## src/design/ptp_pkg.sv

```systemverilog
// Shared widths, register and mode codes, and the color word type for the texture evaluator.
package ptp_pkg;

  localparam int COORD_W    = 32;
  localparam int CHAN_W     = 16;
  localparam int COLOR_W    = 3 * CHAN_W;
  localparam int SUM_W      = 2 * COORD_W;
  localparam int ROOT_W     = SUM_W / 2;
  localparam int MODE_W     = 3;
  localparam int CFG_IDX_W  = 2;
  localparam int CFG_DATA_W = COLOR_W;

  typedef enum logic [MODE_W-1:0] {
    MODE_STRIPE   = 3'd0,
    MODE_GRADIENT = 3'd1,
    MODE_RING     = 3'd2,
    MODE_CHECKER  = 3'd3,
    MODE_RADIAL   = 3'd4
  } mode_e;

  typedef enum logic [CFG_IDX_W-1:0] {
    CFG_MODE   = 2'd0,
    CFG_FIRST  = 2'd1,
    CFG_SECOND = 2'd2
  } cfg_reg_e;

  typedef struct packed {
    logic [CHAN_W-1:0] red;
    logic [CHAN_W-1:0] green;
    logic [CHAN_W-1:0] blue;
  } rgb_t;

endpackage

```

## src/design/ptp_blend.sv

```systemverilog
// Back stages: color pick or per-channel interpolation with round half up.
module ptp_blend #(
  parameter int COORD_FRAC_BITS = 16,
  parameter int CHANNEL_BITS    = 16
) (
  input  logic                         clk_i,
  input  logic                         rst_ni,
  input  logic                         adv_i,
  input  logic                         vld_i,
  input  logic [ptp_pkg::ROOT_W-1:0]   root_i,
  input  logic                         pick_i,
  input  logic [COORD_FRAC_BITS-1:0]   frac_i,
  input  logic [ptp_pkg::MODE_W-1:0]   mode_i,
  input  logic [ptp_pkg::COLOR_W-1:0]  first_i,
  input  logic [ptp_pkg::COLOR_W-1:0]  second_i,
  output logic                         vld_o,
  output ptp_pkg::rgb_t                rgb_o
);
  import ptp_pkg::*;

  localparam int F      = COORD_FRAC_BITS;
  localparam int CB     = CHANNEL_BITS;
  localparam int PROD_W = CB + F + 2;
  localparam logic signed [PROD_W-1:0] HALF = PROD_W'(2 ** (F - 1));

  logic [F-1:0]      frac_sel;
  logic              odd;
  logic              lerp_d, lerp_q;
  logic              vld1_q, vld2_q;
  logic [CHAN_W-1:0] chan_out [3];
  rgb_t              rgb_q;

  always_comb begin
    frac_sel = (mode_i == MODE_GRADIENT) ? frac_i : root_i[F-1:0];
    lerp_d   = (mode_i == MODE_GRADIENT) || (mode_i == MODE_RADIAL);
    unique case (mode_i)
      MODE_STRIPE, MODE_CHECKER: odd = pick_i;
      MODE_RING:                 odd = root_i[F];
      default:                   odd = 1'b0;
    endcase
  end

  for (genvar k = 0; k < 3; k++) begin : g_chan
    localparam int LSB = COLOR_W - CHAN_W * (k + 1);
    logic [CB-1:0]            a, b;
    logic signed [CB:0]       diff;
    logic signed [F:0]        fs;
    logic [CB-1:0]            a_q, pc_q;
    logic signed [PROD_W-1:0] prod_q, shf, sum;

    always_comb begin
      a    = first_i[LSB +: CB];
      b    = second_i[LSB +: CB];
      diff = $signed({1'b0, b}) - $signed({1'b0, a});
      fs   = $signed({1'b0, frac_sel});
    end

    always_ff @(posedge clk_i) begin
      if (adv_i) begin
        a_q    <= a;
        pc_q   <= odd ? b : a;
        prod_q <= PROD_W'(diff) * PROD_W'(fs);
      end
    end

    // floor of (prod + half) / 2^F, added back onto the start color
    always_comb begin
      shf = (prod_q + HALF) >>> F;
      sum = PROD_W'($signed({1'b0, a_q})) + shf;
    end

    assign chan_out[k] = lerp_q ? CHAN_W'(sum[CB-1:0]) : CHAN_W'(pc_q);
  end

  always_ff @(posedge clk_i or negedge rst_ni) begin
    if (!rst_ni) begin
      vld1_q <= 1'b0;
      vld2_q <= 1'b0;
    end else if (adv_i) begin
      vld1_q <= vld_i;
      vld2_q <= vld1_q;
    end
  end

  always_ff @(posedge clk_i) begin
    if (adv_i) begin
      lerp_q      <= lerp_d;
      rgb_q.red   <= chan_out[0];
      rgb_q.green <= chan_out[1];
      rgb_q.blue  <= chan_out[2];
    end
  end

  assign vld_o = vld2_q;
  assign rgb_o = rgb_q;

endmodule

```

## config.mk

```make
export PLATFORM = sky130hd
export DESIGN_NAME = ptp_blend
export DESIGN_NICKNAME = d
export VERILOG_FILES = /design/src/design/ptp_pkg.sv /design/src/design/ptp_blend.sv
export SDC_FILE = /design/constraint.sdc
export NUM_CORES = 2
export LEC_CHECK = 0
export BUFFER_PORTS_ARGS = -buffer_cell sky130_fd_sc_hd__buf_4
export CORE_MARGIN = 3
export CORE_UTILIZATION = 50
export CTS_CLUSTER_SIZE = 14
export DETAILED_ROUTE_END_ITERATION = 6
export PLACE_DENSITY_LB_ADDON = 0.08
export SKIP_LAST_GASP = 1
export SYNTH_ARGS = -nofsm -noshare
export SYNTH_HDL_FRONTEND = slang
export SYNTH_SLANG_ARGS = --single-unit
```

## constraint.sdc

```tcl
create_clock -name clk_i -period 7.7 [get_ports clk_i]
set_clock_uncertainty 0.05 [all_clocks]
set_input_delay 0.77 -clock clk_i [delete_from_list [all_inputs] [get_ports clk_i]]
set_output_delay 0.77 -clock clk_i [all_outputs]
set_load 0.01 [all_outputs]
```

==> summary.md <==
| Metric | Value |
|---|---|
| Yosys Warn Count | `0` |
| Worst EP arrival | `8240 ps` |
| DP HPWL | `107000 um` |
| Core ar. | `0.0821 mm2` |
| Top Metal Used | `met4` |
| DR WL met3 | `8980 um` |
| Clock transition at path regs | `90 ps` |
| Simple-Gate Fraction of Synth Area | `0.128` |
| Worst Tran Pin Value | `1080 ps` |
| Iteration-0 DRC count of the detailed router | `2122` |
| Synth area leader | `fa_1` |
| Setup CP Type | `in2reg` |
| Crit share post-route | `1.04` |
| Largest family of logic cells by synthesized area | `adder cells` |
| Seq/Total Area, Yosys | `0.143` |
| Fraction of layout cells with a size suffix above 1 | `0.257` |
| Die area | `0.0865 mm2` |
| Post-synth EDFFs | `196` |
| Max Slew Vio Count | `0` |
| TritonCTS buffer count | `17` |
| Die W | `294 um` |
| Clock latency on the worst-skew pair | `510 ps` |
| Status | `complete, but fails checks` |
| Most common cell after layout, fill and taps aside | `inv_1` |
| Global-route wire length before repair | `198000 um` |
| Fin. Hold Viols | `0` |
| RSZ-0062 raised after global routing | `true` |
| Compound-Gate Fraction of Synth Area | `0.0641` |
| Starting Density | `0.506` |
| Fill cells | `6824` |
| Rel. slew slack | `0.279` |
| TritonRoute pass-1 iters | `6` |
| WP buf/inv | `16` |
| Max-cap violations | `0` |
| Syn Std Cell Area | `0.0415 mm2` |
| Final wirelength | `127000 um` |
| Placer Congestion | `0.948` |
| Synth cell types | `78` |
| Crit path time final | `8020 ps` |
| Synthesized flop and latch total | `198` |
| Highest-count cells in the layout ignoring fill and taps | `1028 x inv_1, 865 x buf_4, 761 x fa_1, 450 x nand2_1, 444 x nor2_1` |
| M1 wire length | `55700 um` |
| Synth Area in Adders | `0.483` |
| Ports | `201` |
| Antenna violations before repair | `0` |
| Most used cell, CP | `buf_4` |
| Final worst slack | `-320 ps` |
| Worst R2R Setup Slack | `3550 ps` |
| Worst Hold Margin | `399 ps` |
| Count of final setup violators | `22` |
| Async S/R FF share, synth | `0.0101` |
| CTS tree | `built` |
| Crit path max fanout | `4` |
| CP startpoint kind | `input pin` |
| Routed WL per cell | `19.7 um` |
| Via density | `5.25` |
| Gate Count Post-Synth | `4509` |
| Ys flop type | `edfxtp_1` |
| Clock Sinks | `198` |
| Highest clock rate | `0.125 GHz` |
| Cell at the root of the clock tree | `clkbuf_16` |
| Hold Crit Class | `in2reg` |
| Post-synthesis mux area share | `0.0180` |
| DRC Markers | `0` |
| Syn Nets | `5786` |
| Congestion Overflow GR | `0` |
| Post-DRT Antenna Nets | `0` |
| Xor/xnor share of the synthesized area | `0.0524` |
| Global-route usage over all layers | `0.301` |
| Nets | `6622` |
| Slowest cell on the critical path | `fa_1` |
| Clock Path Buffers | `2` |
| Metal2 WL | `57400 um` |
| CP endpoint kind | `flip-flop` |
| Vias in the first global route | `35.2k` |
| Avg Inst Size Synth | `9.21 um2` |
| Area contributors post-synth | `fa_1 38%, edfxtp_1 14%, ha_1 10%` |
| CP top delay family | `adder cells` |
| Num rows | `105` |
| Die H | `294 um` |
| CP peak stage delay | `540 ps` |
| Largest net degree at the start of global routing | `118` |
| Synth top area share | `0.379` |
| Total vias in the final route | `33.8k` |
| Failing checks | `setup timing` |
| H-tree depth | `4` |
| Area growth syn-to-layout | `27.3%` |
| Data required, critical path | `7920 ps` |
| PortBufs | `185` |
[cells in the mapped netlist (45+ instances only)]
cell,count
inv_1,1074
xor2_1,68
nand3_1,63
mux2_2,50
o21ai_0,86
clkbuf_1,111
fa_1,785
a21oi_1,66
nand2b_1,45
ha_1,340
nor2_1,478
edfxtp_1,196
nor3_1,60
xnor2_1,176
nand2_1,470
[flip-flops by register name (all words and copies together), names as in the netlist]
name           count
g_chan.a_q        48
lerp_q             1
rgb_o             48
vld_o              1
vld1_q             1
g_chan.pc_q       48
g_chan.prod_q     51
[final timing paths]
| check | endpoint | startpoint | depth (start not counted) |
|---|---|---|---|
| hold reg to reg | vld_o | vld_o | 1 |
| min in group asynchronous | vld1_q | rst_ni | 2 |
| hold / removal | g_chan[0].a_q[6] | first_i[38] | 1 |
| max in group asynchronous | vld_o | rst_ni | 2 |
| setup / recovery | g_chan[0].prod_q[31] | second_i[32] | 40 |
| setup reg to reg | rgb_o[47] | g_chan[0].prod_q[15] | 13 |
[per-stage QoR]
stage | util | setup TNS [ps] | instance area [um2] | setup slack [ps] | std cells
detailed placement | 0.612 | -25930 | 50300 | -887 | 6307
CTS | 0.629 | -1680 | 51700 | -206 | 6394
finish | 0.644 | -2870 | 52800 | -320 | 6429
global route | 0.643 | -9420 | 52800 | -557 | 6428
global placement | 0.612 | -22820 | 50300 | -814 | 6307
floorplan | - | -2750 | 42200 | -467 | 4509
[final cells by class]
cell class,instances,area (um2),share of cell area
clock buffers,18,429,0.00812
well taps,1070,1340,0.0253
inverters,1074,4070,0.0770
multi-input cells,3085,32700,0.619
clock inverters,14,173,0.00327
diodes,1,2.50,0.0000474
flip-flops and latches,198,5940,0.112
repair buffers,969,8160,0.155
[per-layer routing]
metal,GRT usage,vias up
met3,0.0436,240
li1,-,15500
met4,0.105,0
met1,0.427,16800
met5,0,-
met2,0.476,1163
[cell families after synthesis]
family                     after synthesis
DFF                                    198
AOI/OAI and AO/OA                      389
buffers and inverters                 1226
muxes                                   68
adders and majority gates             1135
xor gates and xnor gates               246
and+or+nand+nor                       1247
[timing repair]
action / in CTS / in global routing
cloned: 0 / 1
setup buffers: 56 / 36
pin swaps: 106 / 157
hold buffers: 1 / 0
hold endpoints to repair: 2 / 0
setup endpoints to repair: 25 / 44
gates resized for setup: 81 / 229
Power is left out: the tool's default activity adds up to more than one toggle a clock period on the data nets, which glitch-free logic cannot reach.
